[config.mk]
export PLATFORM = sky130hd
export DESIGN_NAME = gn3_fifo
export DESIGN_NICKNAME = d
export VERILOG_FILES = /design/src/sv/gn3_pkg.sv /design/src/sv/gn3_fifo.sv
export SDC_FILE = /design/constraint.sdc
export NUM_CORES = 1
export LEC_CHECK = 0
export ABC_AREA = 1
export BUFFER_PORTS_ARGS = -buffer_cell sky130_fd_sc_hd__clkbuf_2
export CORE_ASPECT_RATIO = 0.75
export CORE_MARGIN = 10
export CORE_UTILIZATION = 60
export CTS_BUF_LIST = sky130_fd_sc_hd__clkbuf_4
export CTS_CLUSTER_DIAMETER = 200
export DETAILED_ROUTE_END_ITERATION = 10
export PLACE_DENSITY = 0.93
export SYNTH_ARGS = -nofsm -noshare
export SYNTH_HDL_FRONTEND = slang
export SYNTH_SLANG_ARGS = --single-unit
[constraint.sdc]
create_clock -name clk -period 2.4 [get_ports clk]
set_clock_uncertainty 0.05 [all_clocks]
set_input_delay 0.24 -clock clk [delete_from_list [all_inputs] [get_ports clk]]
set_output_delay 0.24 -clock clk [all_outputs]
set_load 0.03 [all_outputs]
[src/sv/gn3_pkg.sv]
package gn3_pkg;

  localparam int FRAC_BITS_DEF = 16;
  localparam int OUT_BITS_DEF  = 16;
  localparam int COORD_W       = 24;
  localparam int CELL_W        = 8;
  localparam int HASH_W        = 8;
  localparam int QUEUE_DEPTH   = 4;

  typedef logic [HASH_W-1:0] hash_t;

  localparam logic [7:0] PERM_ROM [256] = '{
    8'd151,8'd160,8'd137,8'd91,8'd90,8'd15,8'd131,8'd13,8'd201,8'd95,8'd96,8'd53,8'd194,
    8'd233,8'd7,8'd225,8'd140,8'd36,8'd103,8'd30,8'd69,8'd142,8'd8,8'd99,8'd37,8'd240,
    8'd21,8'd10,8'd23,8'd190,8'd6,8'd148,8'd247,8'd120,8'd234,8'd75,8'd0,8'd26,8'd197,
    8'd62,8'd94,8'd252,8'd219,8'd203,8'd117,8'd35,8'd11,8'd32,8'd57,8'd177,8'd33,8'd88,
    8'd237,8'd149,8'd56,8'd87,8'd174,8'd20,8'd125,8'd136,8'd171,8'd168,8'd68,8'd175,
    8'd74,8'd165,8'd71,8'd134,8'd139,8'd48,8'd27,8'd166,8'd77,8'd146,8'd158,8'd231,
    8'd83,8'd111,8'd229,8'd122,8'd60,8'd211,8'd133,8'd230,8'd220,8'd105,8'd92,8'd41,
    8'd55,8'd46,8'd245,8'd40,8'd244,8'd102,8'd143,8'd54,8'd65,8'd25,8'd63,8'd161,8'd1,
    8'd216,8'd80,8'd73,8'd209,8'd76,8'd132,8'd187,8'd208,8'd89,8'd18,8'd169,8'd200,
    8'd196,8'd135,8'd130,8'd116,8'd188,8'd159,8'd86,8'd164,8'd100,8'd109,8'd198,8'd173,
    8'd186,8'd3,8'd64,8'd52,8'd217,8'd226,8'd250,8'd124,8'd123,8'd5,8'd202,8'd38,8'd147,
    8'd118,8'd126,8'd255,8'd82,8'd85,8'd212,8'd207,8'd206,8'd59,8'd227,8'd47,8'd16,
    8'd58,8'd17,8'd182,8'd189,8'd28,8'd42,8'd223,8'd183,8'd170,8'd213,8'd119,8'd248,
    8'd152,8'd2,8'd44,8'd154,8'd163,8'd70,8'd221,8'd153,8'd101,8'd155,8'd167,8'd43,
    8'd172,8'd9,8'd129,8'd22,8'd39,8'd253,8'd19,8'd98,8'd108,8'd110,8'd79,8'd113,8'd224,
    8'd232,8'd178,8'd185,8'd112,8'd104,8'd218,8'd246,8'd97,8'd228,8'd251,8'd34,8'd242,
    8'd193,8'd238,8'd210,8'd144,8'd12,8'd191,8'd179,8'd162,8'd241,8'd81,8'd51,8'd145,
    8'd235,8'd249,8'd14,8'd239,8'd107,8'd49,8'd192,8'd214,8'd31,8'd181,8'd199,8'd106,
    8'd157,8'd184,8'd84,8'd204,8'd176,8'd115,8'd121,8'd50,8'd45,8'd127,8'd4,8'd150,
    8'd254,8'd138,8'd236,8'd205,8'd93,8'd222,8'd114,8'd67,8'd29,8'd24,8'd72,8'd243,
    8'd141,8'd128,8'd195,8'd78,8'd66,8'd215,8'd61,8'd156,8'd180
  };

  localparam logic [3:0] GRAD_12 = 4'd12;
  localparam logic [3:0] GRAD_14 = 4'd14;

  function automatic hash_t perm(input logic [7:0] idx);
    perm = PERM_ROM[idx];
  endfunction

endpackage

[src/sv/gn3_fifo.sv]
module gn3_fifo import gn3_pkg::*; #(
  parameter int DW = 16
) (
  input  logic          clk,
  input  logic          rst,
  input  logic          wr,
  input  logic [DW-1:0] wdata,
  input  logic          rd,
  output logic          nempty,
  output logic [DW-1:0] rdata,
  output logic [2:0]    count
);

  localparam int AW = $clog2(QUEUE_DEPTH);

  logic [DW-1:0] mem [QUEUE_DEPTH];
  logic [AW-1:0] wp, rp;

  always_ff @(posedge clk) begin
    if (rst) begin
      wp <= '0; rp <= '0; count <= '0;
    end else begin
      if (wr) wp <= wp + 1'b1;
      if (rd) rp <= rp + 1'b1;
      count <= count + {2'd0, wr} - {2'd0, rd};
    end
  end

  always_ff @(posedge clk) begin
    if (wr) mem[wp] <= wdata;
  end

  assign nempty = count != 3'd0;
  assign rdata  = mem[rp];

  assert property (@(posedge clk) disable iff (rst) count <= 3'(QUEUE_DEPTH))
    else $error("queue overflow");
  assert property (@(posedge clk) disable iff (rst) !(rd && count == 3'd0))
    else $error("queue underflow");
  assert property (@(posedge clk) disable iff (rst) wr && !rd |=> count != 3'd0)
    else $error("queue lost word");

endmodule

Word-level counts from Yosys, hierarchy flattened

Memory sizes are Yosys's and may differ from the RTL's. A register that Yosys moved wholly into a read port is not among the register bits.
Cells that the tools add are included.

Register bits: 7
Memories: 1
Logic and storage cells: 13
RAM bits: 64
Input bits: 20
Output and inout bits: 20

Add/subtract/negate cells: 4
Mux-type cells: 4
Reductions and logical operators: 1

Memory list:

| memory | depth | bits a word | rd ports | clocked after memory_dff | write ports | RTL line       | text |
|---|---|---|---|---|---|---|---|
| mem    | 4     | 16          | 1        | 1                        | 1           | gn3_fifo.sv:16 | `logic [DW-1:0] mem [QUEUE_DEPTH];` |

Operators by type and width:

| operator              | count |
|---|---|
| $add A2 B1 Y2 const B | 2 |
| $mux W2               | 2 |
| $add A3 B1 Y3         | 1 |
| $reduce_bool A3 Y1    | 1 |
| $sub A3 B1 Y3         | 1 |
| $mux W1               | 2 |

Longest topological paths before layout

Gate-level depths: netlist of the first run.

Depth after elaboration: 3
Depth in mapped cells: 8
Depth with buffers taken out: 8

Least setup slack after synthesis of the first run

Ideal clock, no wire load.

Path type: reg2reg
From: register count[0]
To: register count[2]
Clock period less this slack: 1753 ps
Arrival time: 1588 ps
Required time: 2235 ps
Slack: 647 ps
Library setup time: 115 ps
Stages on the path, launching flop included: 8
Path buffers: 0
Path through: dfxtp_1 > inv_1 > ha_1 > inv_1 > ha_1 > fa_1 > a21oi_1 > nor2_1

Word-level cells in the longest chain between the ends: 2

Ends and longest elaborated chain:

| item                   | RTL line       | text |
|---|---|---|
| from (decl)            | gn3_fifo.sv:11 | `output logic [2:0] count` |
| from (signal assigned) | gn3_fifo.sv:25 | `count <= count + {2'd0, wr} - {2'd0, rd};` |
| $add A3 B1 Y3          | gn3_fifo.sv:25 |  |
| $sub A3 B1 Y3          | gn3_fifo.sv:25 |  |

No other way between the ends.
A chain may end at the register's enable or synchronous reset.

==> impl_metrics.csv, run 1 <==
group,metric,value,unit
clock_network,cts_tree,"built",
die,ios,40,
route,wl_met2,3060,µm
synthesis,async_flop_share,0,%
synthesis,yosysUniqueCellTypes,16,
die,start_util,61.5,%
route,drc,0,
timing,fin_tns_setup,0,ps
timing,min_period_over_period,89.4,%
route,drt_wl_total,5780,µm
die,fp-row-count,22,
grt,antenna_found_initial,0,
synthesis,synth_enable_flop_cells,64,
placed_design,gp_congestion,0.746,
placed_design,dp_cells,333,
cells_and_area,fin_util,73.0,%
pwr,peakVddDrop,0.507,mV
cells_and_area,seq_area,0.00210,mm²
clock_network,ctsLongestPathBuffers,2,
die,core,0.00484,mm²
route,ant_nets,0,
route,dr_wl_met3,326,µm
placed_design,place_area,0.00319,mm²
timing,rsz0062_at_grt,"no",
timing,setup_viol,0,
route,dr.pass1.iters,4,
worst_setup_path,cp_max_fo,36,
synthesis,syn-num-nets,268,
status,status,"complete, no violations",
cells_and_area,finalInstanceArea,0.00353,mm²
route,drt-met1-wl,2370,µm
synthesis,synth_cells,241,
cells_and_area,fin_nets,327,
synthesis,synth.area.top_cells,"edfxtp_1, dfxtp_1, inv_1",
grt,overflow,0,
worst_setup_path,path_class,"reg -> out",
synthesis,yosysSeqAreaShare,70.6,%
cells_and_area,multi_input_area,604,µm²
worst_setup_path,cp_data_arrival_time,1850,ps
clock_network,numCtsBuffers,9,
clock_network,hold_buffers,16,
die,chipWidth,101,µm
timing,fmax,466,MHz
grt,grt_max_degree,37,
synthesis,yosys_warnings,0,
synthesis,yosysTopAreaCell,"edfxtp_1",
clock_network,clock_sinks,73,
clock_network,clk_root_buffer_cell,"clkbuf_4",
hold_path,hp-class,"in -> reg",
placed_design,post-dp-hpwl,3710,µm
route,routedWlPerCell,15.8,µm
grt,first_global_vias,1928,
route,num_vias,1890,
synthesis,ys_ff_latch,73,
clock_network,postCtsSetupBuffers,0,
cells_and_area,syn_to_final_growth,18.7,%
pwr,p_leak,1.48,nW
grt,grt_pass1_wl,9290,µm
route,drtIter0Drc,98,
grt,grt_use_total,14.9,%
run,maxCapViolCount,0,
synthesis,yosysMostFrequentCell,"edfxtp_1",
die,dieArea,0.00821,mm²
worst_setup_path,required,2110,ps
worst_setup_path,worstReg2RegStart,"count[0]",
timing,slew_headroom,50.7,%
synthesis,ys.flop_type,"edfxtp_1",
pwr,power_density,808,mW/mm²
cells_and_area,drive_gt1_share,19.7,%
clock_network,cts_htree_levels,3,
cells_and_area,stdcell_count,365,
cells_and_area,antennaDiodeCount,0,
clock_network,path_clk_slew,120,ps
hold_path,min_from,"wdata[14]",
route,routed.top_layer,"met4",
die,die_y,81.0,µm
timing,finalHoldViolations,0,
cells_and_area,fillers,318,
route,viasPerCell,5.18,
placed_design,io_buffers,39,
timing,worst_slew_pin_slew,738,ps
clock_network,clock_latency,410,ps
timing,timing.final.crit_period,2140,ps
synthesis,synth_area_per_cell,12.4,µm²
timing,maxSlewViolCount,0,
pwr,p_total,2.85,mW
synthesis,yosys-top-cells-count,"edfxtp_1, inv_1, nand2_1, a21oi_1, o211ai_1",
clock_network,postCtsResizedCells,0,
worst_setup_path,critPathLaunchType,"register",
worst_setup_path,endpoint_kind,"output pin",
synthesis,synth.top_cell.area_share,64.5,%
synthesis,syn_area,0.00298,mm²
[logic make-up (layout without fill, tap and decap cells)]
logic type | after synthesis | in the layout | share of synthesized area [%]
simple gates | 45 | 45 | 5.76
buf+inv | 58 | 122 | 9.12
fa+ha+maj | 7 | 7 | 3.19
compound gates | 58 | 58 | 11.3
flops | 73 | 73 | 70.6
[flip-flops by register name, summed over array words and instances, names as in the netlist, named ones only]
signal	cells
mem	64
count	3
rp	2
wp	2
[final timing paths]
check	endpoint	slack, ps	cells past startpoint
setup / recovery	rdata[15]	260	5
hold / removal	mem[0][14]	30	1
setup reg to reg	count[2]	770	8
hold reg to reg	register	440	2
[power breakdown]
group          internal [mW]  switching, mW  total, mW
Clock                  0.534          0.400      0.935
Sequential              1.45         0.0375       1.49
Combinational          0.135          0.298      0.433
[cells in the final DEF (no fill, tap or decap)]
cell and n:
dfxtp_2 1, bufinv_16 3, o21ai_1 12, inv_1 48
a21oi_1 20, dfxtp_1 8, fa_1 1, nor2_1 3
a21oi_2 2, clkinv_2 1, o21ai_0 8, clkinv_1 1
clkinvlp_4 1, nand3_1 2, dlygate4sd3_1 16, buf_4 2
edfxtp_1 64, clkbuf_2 39, o211ai_1 16, ha_1 6
buf_12 1, clkbuf_4 10, nand2_1 40
[area by class of cell]
| cell class | count | area share, % |
|---|---|---|
| multi-input cells | 110 | 17.1 |
| inverters | 48 | 5.10 |
| repair buffers | 58 | 11.0 |
| well taps | 60 | 2.12 |
| flip-flops and latches | 73 | 59.5 |
| clock inverters | 6 | 3.01 |
| clock buffers | 10 | 2.12 |
[stage by stage]
stage	hold WS, ps	worst slack, ps
after CTS	10.3	283
final	31.0	255
after global placement	390	824
after floorplan	261	647
after global routing	4.79	98.5
after detailed placement	403	759
[per-layer routing]
layer  track usage, %  vias to the layer above
li1                 -                      938
met1             16.7                      900
met4             4.58                        0
met2             26.5                       48
met3             5.17                        4
met5                0                        -
[worst max-delay path: stages (launching register included)]
cell      delay, ps
dfxtp_2         690
buf_12          250
nand2_1         100
o211ai_1        110
nand2_1          90
clkbuf_2        190
No activity file was read; power rests on OpenSTA's default activity.
==> run 2, diff against run 1 <==
--- a/config.mk
+++ b/config.mk
@@ -5,15 +5,15 @@
 export SDC_FILE = /design/constraint.sdc
 export NUM_CORES = 1
 export LEC_CHECK = 0
-export ABC_AREA = 1
+export ABC_AREA = 0
 export BUFFER_PORTS_ARGS = -buffer_cell sky130_fd_sc_hd__clkbuf_2
 export CORE_ASPECT_RATIO = 0.75
 export CORE_MARGIN = 10
-export CORE_UTILIZATION = 60
+export CORE_UTILIZATION = 58
 export CTS_BUF_LIST = sky130_fd_sc_hd__clkbuf_4
 export CTS_CLUSTER_DIAMETER = 200
 export DETAILED_ROUTE_END_ITERATION = 10
-export PLACE_DENSITY = 0.93
+export PLACE_DENSITY = 0.91
 export SYNTH_ARGS = -nofsm -noshare
 export SYNTH_HDL_FRONTEND = slang
 export SYNTH_SLANG_ARGS = --single-unit
==> constraint.sdc (replaced) <==
create_clock -name clk -period 2.2 [get_ports clk]
set_clock_uncertainty 0.05 [all_clocks]
set_input_delay 0.22 -clock clk [delete_from_list [all_inputs] [get_ports clk]]
set_output_delay 0.22 -clock clk [all_outputs]
set_load 0.03 [all_outputs]
==> run 2 against run 1 <==
Design area shrank 6.5%. Sequential power grew 9%. Non-clock buffer count grew 1. Die area shrank 2.7%. Via count shrank 28%. Highest routed layer unchanged.
==> impl_metrics.csv, run 2 <==
group,metric,value,unit
synthesis,synth_area_per_cell,22.2,µm²
synthesis,yosysSeqAreaShare,75.6,%
pwr,power_density,835,mW/mm²
synthesis,async_flop_share,0,%
timing,worst_slew_pin_slew,828,ps
route,ant_nets,0,
clock_network,cts_htree_levels,3,
timing,holdWs,35.9,ps
timing,timing.final.crit_period,2050,ps
die,ios,40,
hold_path,min_path_cells,2,
timing,finalHoldViolations,0,
worst_setup_path,cp_max_fo,16,
route,routedWlPerCell,19.0,µm
pwr,p_total,2.76,mW
grt,first_global_vias,1512,
synthesis,synth_cells,125,
cells_and_area,syn_to_final_growth,18.9,%
clock_network,cts_tree,"built",
cells_and_area,largest-register,"mem",
clock_network,postCtsSetupBuffers,0,
cells_and_area,stdcell_count,253,
worst_setup_path,critPathLaunchType,"register",
grt,grt_max_degree,17,
placed_design,gp_congestion,0.690,
cells_and_area,fin_util,72.7,%
synthesis,yosysUniqueCellTypes,20,
cells_and_area,largest_reg_flops,64,
worst_setup_path,cp_data_arrival_time,1780,ps
route,dr.pass1.iters,4,
timing,slew_headroom,44.8,%
synthesis,yosys-top-cells-count,"edfxtp_1, mux4_2, dfxtp_1",
placed_design,place_area,0.00304,mm²
die,die_y,80.0,µm
worst_setup_path,endpoint_kind,"output pin",
route,num_vias,1365,
grt,grt_use_total,13.0,%
worst_setup_path,reg2reg_depth,7,
cells_and_area,biggestRegsByFlops,"mem: 64 flops, count: 3 flops",
route,drt_wl_total,4800,µm
worst_setup_path,path_class,"reg -> out",
placed_design,io_buffers,39,
synthesis,ys_ff_latch,73,
pwr,peakVddDrop,0.587,mV
cells_and_area,final_common_cell,"edfxtp_1",
cells_and_area,drive_gt1_share,34.7,%
clock_network,clock_sinks,73,
route,drtIter0Drc,108,
die,start_util,61.2,%
die,fp-row-count,21,
synthesis,syn_area,0.00278,mm²
timing,setup_viol,0,
synthesis,yosysTopAreaCell,"edfxtp_1",
pwr,p_leak,1.22,nW
placed_design,post-dp-hpwl,3240,µm
synthesis,synth_enable_flop_cells,64,
die,chipWidth,99.9,µm
status,status,"complete, no violations",
placed_design,dp_cells,221,
grt,antenna_found_initial,0,
run,maxCapViolCount,0,
grt,grt_pass1_wl,7560,µm
timing,min_period_over_period,93.0,%
route,drc,0,
worst_setup_path,required,1930,ps
timing,maxSlewViolCount,0,
cells_and_area,antennaDiodeCount,0,
cells_and_area,fin_nets,218,
cells_and_area,final_cell_mix,"edfxtp_1, clkbuf_2, dlygate4sd3_1, clkbuf_4, mux4_2",
clock_network,numCtsBuffers,9,
synthesis,yosys_warnings,0,
timing,fmax,489,MHz
cells_and_area,finalInstanceArea,0.00330,mm²
route,viasPerCell,5.40,
synthesis,synth.top_cell.area_share,69.1,%
placed_design,dpl_worst_slack,401,ps
timing,setup_slack,153,ps
die,dieArea,0.00799,mm²
synthesis,ys.flop_type,"edfxtp_1",
clock_network,clock_latency,400,ps
die,core,0.00455,mm²
timing,fin_tns_setup,0,ps
clock_network,clk_root_buffer_cell,"clkbuf_4",
hold_path,hp-class,"in -> reg",
timing,rsz0062_at_grt,"no",
synthesis,yosysMostFrequentCell,"edfxtp_1",
clock_network,ctsLongestPathBuffers,2,
grt,overflow,0,
clock_network,path_clk_slew,100,ps
synthesis,synth.area.top_cells,"edfxtp_1, mux4_2, dfxtp_1",
synthesis,syn-num-nets,152,
run 2: kinds of logic after synthesis:
logic type	synth area share, %
flops	75.6
fa+ha+maj	3.42
buf+inv	2.30
simple gates	2.52
mux	14.1
xor+xnor	1.49
compound gates	0.540
run 2: path summary, 6_finish.rpt:
path / from / end / slack [ps]
worst max-delay path: register / rdata[1] / 150
worst max register to register: count[0] / count[2] / 380
worst min register to register: rp[1] / rp[1] / 520
worst min-delay path: rst / count[2] / 40
run 2: worst max-delay path, cell delays in order (launching register included):
cell	delay, ps
dfxtp_1	340
buf_6	230
mux4_1	600
clkbuf_2	210
run 2: final cells by class:
| type | count | area (µm²) |
|---|---|---|
| well taps | 57 | 71.3 |
| clock inverters | 5 | 22.5 |
| repair buffers | 59 | 389 |
| multi-input cells | 42 | 614 |
| flip-flops and latches | 73 | 2100 |
| clock buffers | 11 | 82.6 |
| inverters | 6 | 22.5 |
| fillers | 290 | 1240 |
run 2: per-layer routing:
| metal | share of wire [%] | vias to the layer above | global-route usage, % |
|---|---|---|---|
| met5 | 0 | - | 0 |
| li1 | - | 641 | - |
| met3 | 6.3 | 8 | 7.27 |
| met1 | 38 | 684 | 12.2 |
| met2 | 55 | 32 | 23.0 |
| met4 | 1.4 | 0 | 5.00 |
run 2: repair_timing:
action                     CTS  global route
gates resized for setup      0             1
hold buffers                15             1
setup endpoints to repair    0             6
hold endpoints to repair    59             4
run 2: report_power, final:
| part | switching [mW] | leakage [nW] | internal (mW) |
|---|---|---|---|
| clock network | 0.399 | 0.0655 | 0.245 |
| registers | 0.0318 | 0.662 | 1.59 |
| logic | 0.292 | 0.493 | 0.202 |
==> run 3, diff against run 2 <==
--- a/config.mk
+++ b/config.mk
@@ -6,14 +6,15 @@
 export NUM_CORES = 1
 export LEC_CHECK = 0
 export ABC_AREA = 0
-export BUFFER_PORTS_ARGS = -buffer_cell sky130_fd_sc_hd__clkbuf_2
 export CORE_ASPECT_RATIO = 0.75
 export CORE_MARGIN = 10
-export CORE_UTILIZATION = 58
+export CORE_UTILIZATION = 60
 export CTS_BUF_LIST = sky130_fd_sc_hd__clkbuf_4
 export CTS_CLUSTER_DIAMETER = 200
 export DETAILED_ROUTE_END_ITERATION = 10
-export PLACE_DENSITY = 0.91
+export DONT_BUFFER_PORTS = 1
+export HOLD_SLACK_MARGIN = 0.06
+export PLACE_DENSITY = 0.86
 export SYNTH_ARGS = -nofsm -noshare
 export SYNTH_HDL_FRONTEND = slang
 export SYNTH_SLANG_ARGS = --single-unit
==> run 3 against run 2 <==
Sequential cell count did not move. Via count decreased by 9.4%. Non-clock buffer count fell by 34. Count of clock-buffer cells in the layout down 1. Critical path type unchanged. Critical endpoint is now rdata[7]. Fmax fell by 0.29%.
==> impl_metrics.csv, run 3 (synthesized netlist as in run 2, its figures left out) <==
group,metric,value,unit
cells_and_area,finalInstanceArea,0.00318,mm²
grt,overflow,0,
clock_network,path_clk_slew,110,ps
worst_setup_path,cp_top_family,"multiplexers",
pwr,peakVddDrop,0.503,mV
die,start_util,62.2,%
placed_design,post-dp-hpwl,2810,µm
worst_setup_path,cp_max_fo,10,
cells_and_area,final_common_cell,"edfxtp_1",
die,chipWidth,98.6,µm
cells_and_area,syn_to_final_growth,14.5,%
worst_setup_path,crit_slowest_cell,"mux4_2",
worst_setup_path,cp_data_arrival_time,1780,ps
route,routedWlPerCell,20.1,µm
route,num_vias,1237,
cells_and_area,fillers,282,
die,ios,40,
clock_network,clock_latency,390,ps
timing,fmax,487,MHz
status,status,"complete, no violations",
timing,maxSlewViolCount,0,
cells_and_area,biggestRegsByFlops,"mem: 64 flops, count: 3 flops",
route,drt_wl_total,4400,µm
clock_network,cts_tree,"built",
timing,rsz0062_at_grt,"no",
cells_and_area,largest-register,"mem",
route,viasPerCell,5.65,
placed_design,io_buffers,0,
placed_design,place_area,0.00285,mm²
timing,worst_slew_pin_slew,828,ps
cells_and_area,antennaDiodeCount,0,
grt,grt_max_degree,17,
worst_setup_path,path_class,"reg -> out",
cells_and_area,drive_gt1_share,19.8,%
placed_design,gp_congestion,0.677,
route,drc,0,
clock_network,clock_sinks,73,
cells_and_area,multi_input_area,614,µm²
worst_setup_path,crit_buf_inv,1,
hold_path,hp-class,"in -> reg",
cells_and_area,largest_reg_flops,64,
run,maxCapViolCount,0,
pwr,power_density,886,mW/mm²
worst_setup_path,worstPathCellList,"buf_4, mux4_2",
clock_network,cts_htree_levels,3,
pwr,p_leak,1.08,nW
die,core,0.00447,mm²
cells_and_area,seq_area,0.00210,mm²
route,drtIter0Drc,82,
timing,timing.final.crit_period,2050,ps
die,dieArea,0.00778,mm²
cells_and_area,fin_nets,184,
timing,slew_headroom,44.8,%
grt,grt_pass1_wl,7070,µm
timing,finalHoldViolations,0,
timing,min_period_over_period,93.3,%
clock_network,numCtsBuffers,9,
clock_network,clk_root_buffer_cell,"clkbuf_4",
cells_and_area,final_cell_mix,"edfxtp_1, dlygate4sd3_1, mux4_2, clkbuf_4, dfxtp_1",
worst_setup_path,slowest_delay,660,ps
clock_network,ctsLongestPathBuffers,2,
worst_setup_path,endpoint_kind,"output pin",
worst_setup_path,critPathLaunchType,"register",
route,dr.pass1.iters,4,
die,fp-row-count,21,
worst_setup_path,required,1930,ps
route,ant_nets,0,
timing,fin_tns_setup,0,ps
grt,grt_use_total,12.3,%
grt,antenna_found_initial,0,
timing,setup_viol,0,
grt,first_global_vias,1357,
die,die_y,79.0,µm
-- run 3: cell types whose count changed in the layout (fill, tap and decap cells not counted), sizes merged --
cell | previous run | this run
clkbuf | 50 | 10
buf | 4 | 5
clkinvlp | 0 | 2
bufinv | 0 | 1
dlygate4sd3 | 16 | 20
clkinv | 5 | 3
-- run 3: layout make-up --
class	instances	share of cell area, %
clock buffer	10	2.36
tap	57	2.24
timing repair buffer	25	7.47
inverter	6	0.708
clock inverter	6	1.85
sequential	73	66.1
multi-input combinational	42	19.3
-- run 3: per-stage QoR --
| step | total power [mW] | hold slack [ps] | std cells | util (%) | worst slack [ps] |
|---|---|---|---|---|---|
| final | 2.82 | 281 | 219 | 71.3 | 147 |
| after global routing | 2.95 | 245 | 219 | 71.3 | 12.0 |
| after CTS | 2.86 | 243 | 219 | 71.3 | 91.3 |
| after detailed placement | 2.05 | 246 | 183 | 63.8 | 402 |
| after global placement | 2.03 | 243 | 183 | 63.8 | 456 |
| after floorplan | 1.99 | 242 | 125 | - | 253 |
-- run 3: worst reg2reg max path, delay by kind of cell, from the launching register on --
kind | cells | cell delay [ps]
XOR/XNOR | 1 | 350
adder cells (fa/ha/maj) | 3 | 830
buffers and inverters | 2 | 90
flip-flops | 1 | 350
AND/OR/NAND/NOR | 1 | 90
-- run 3: per-layer routing --
metal  part of all wire [%]  up-vias  routed length (µm)  GRT usage, %
li1                       -      566                   -             -
met1                     36      633                1600          11.8
met2                     55       36                2420          21.0
met3                    8.4        2                 368          7.87
met4                   0.43        0                  19          4.71
met5                      0        -                   0             0
-- run 3: final timing paths --
kind	start	endpoint	slack [ps]	depth (start not counted)
setup / recovery	register	rdata[7]	150	2
hold / removal	rd	count[0]	280	4
setup reg to reg	count[0]	count[2]	380	7
hold reg to reg	rp[1]	register	490	2
-- run 3: report_power, final --
group / switching [mW] / internal, mW / leakage (nW)
clock network: 0.420 / 0.352 / 0.0698
registers: 0.0609 / 1.59 / 0.663
logic: 0.239 / 0.159 / 0.352
-- run 3: timing repair --
action	in CTS	in global routing
endpoints found under the hold margin	73	0
setup endpoints to repair	10	0
setup buffers	0	0
hold buffers	20	0
gates resized for setup	1	0
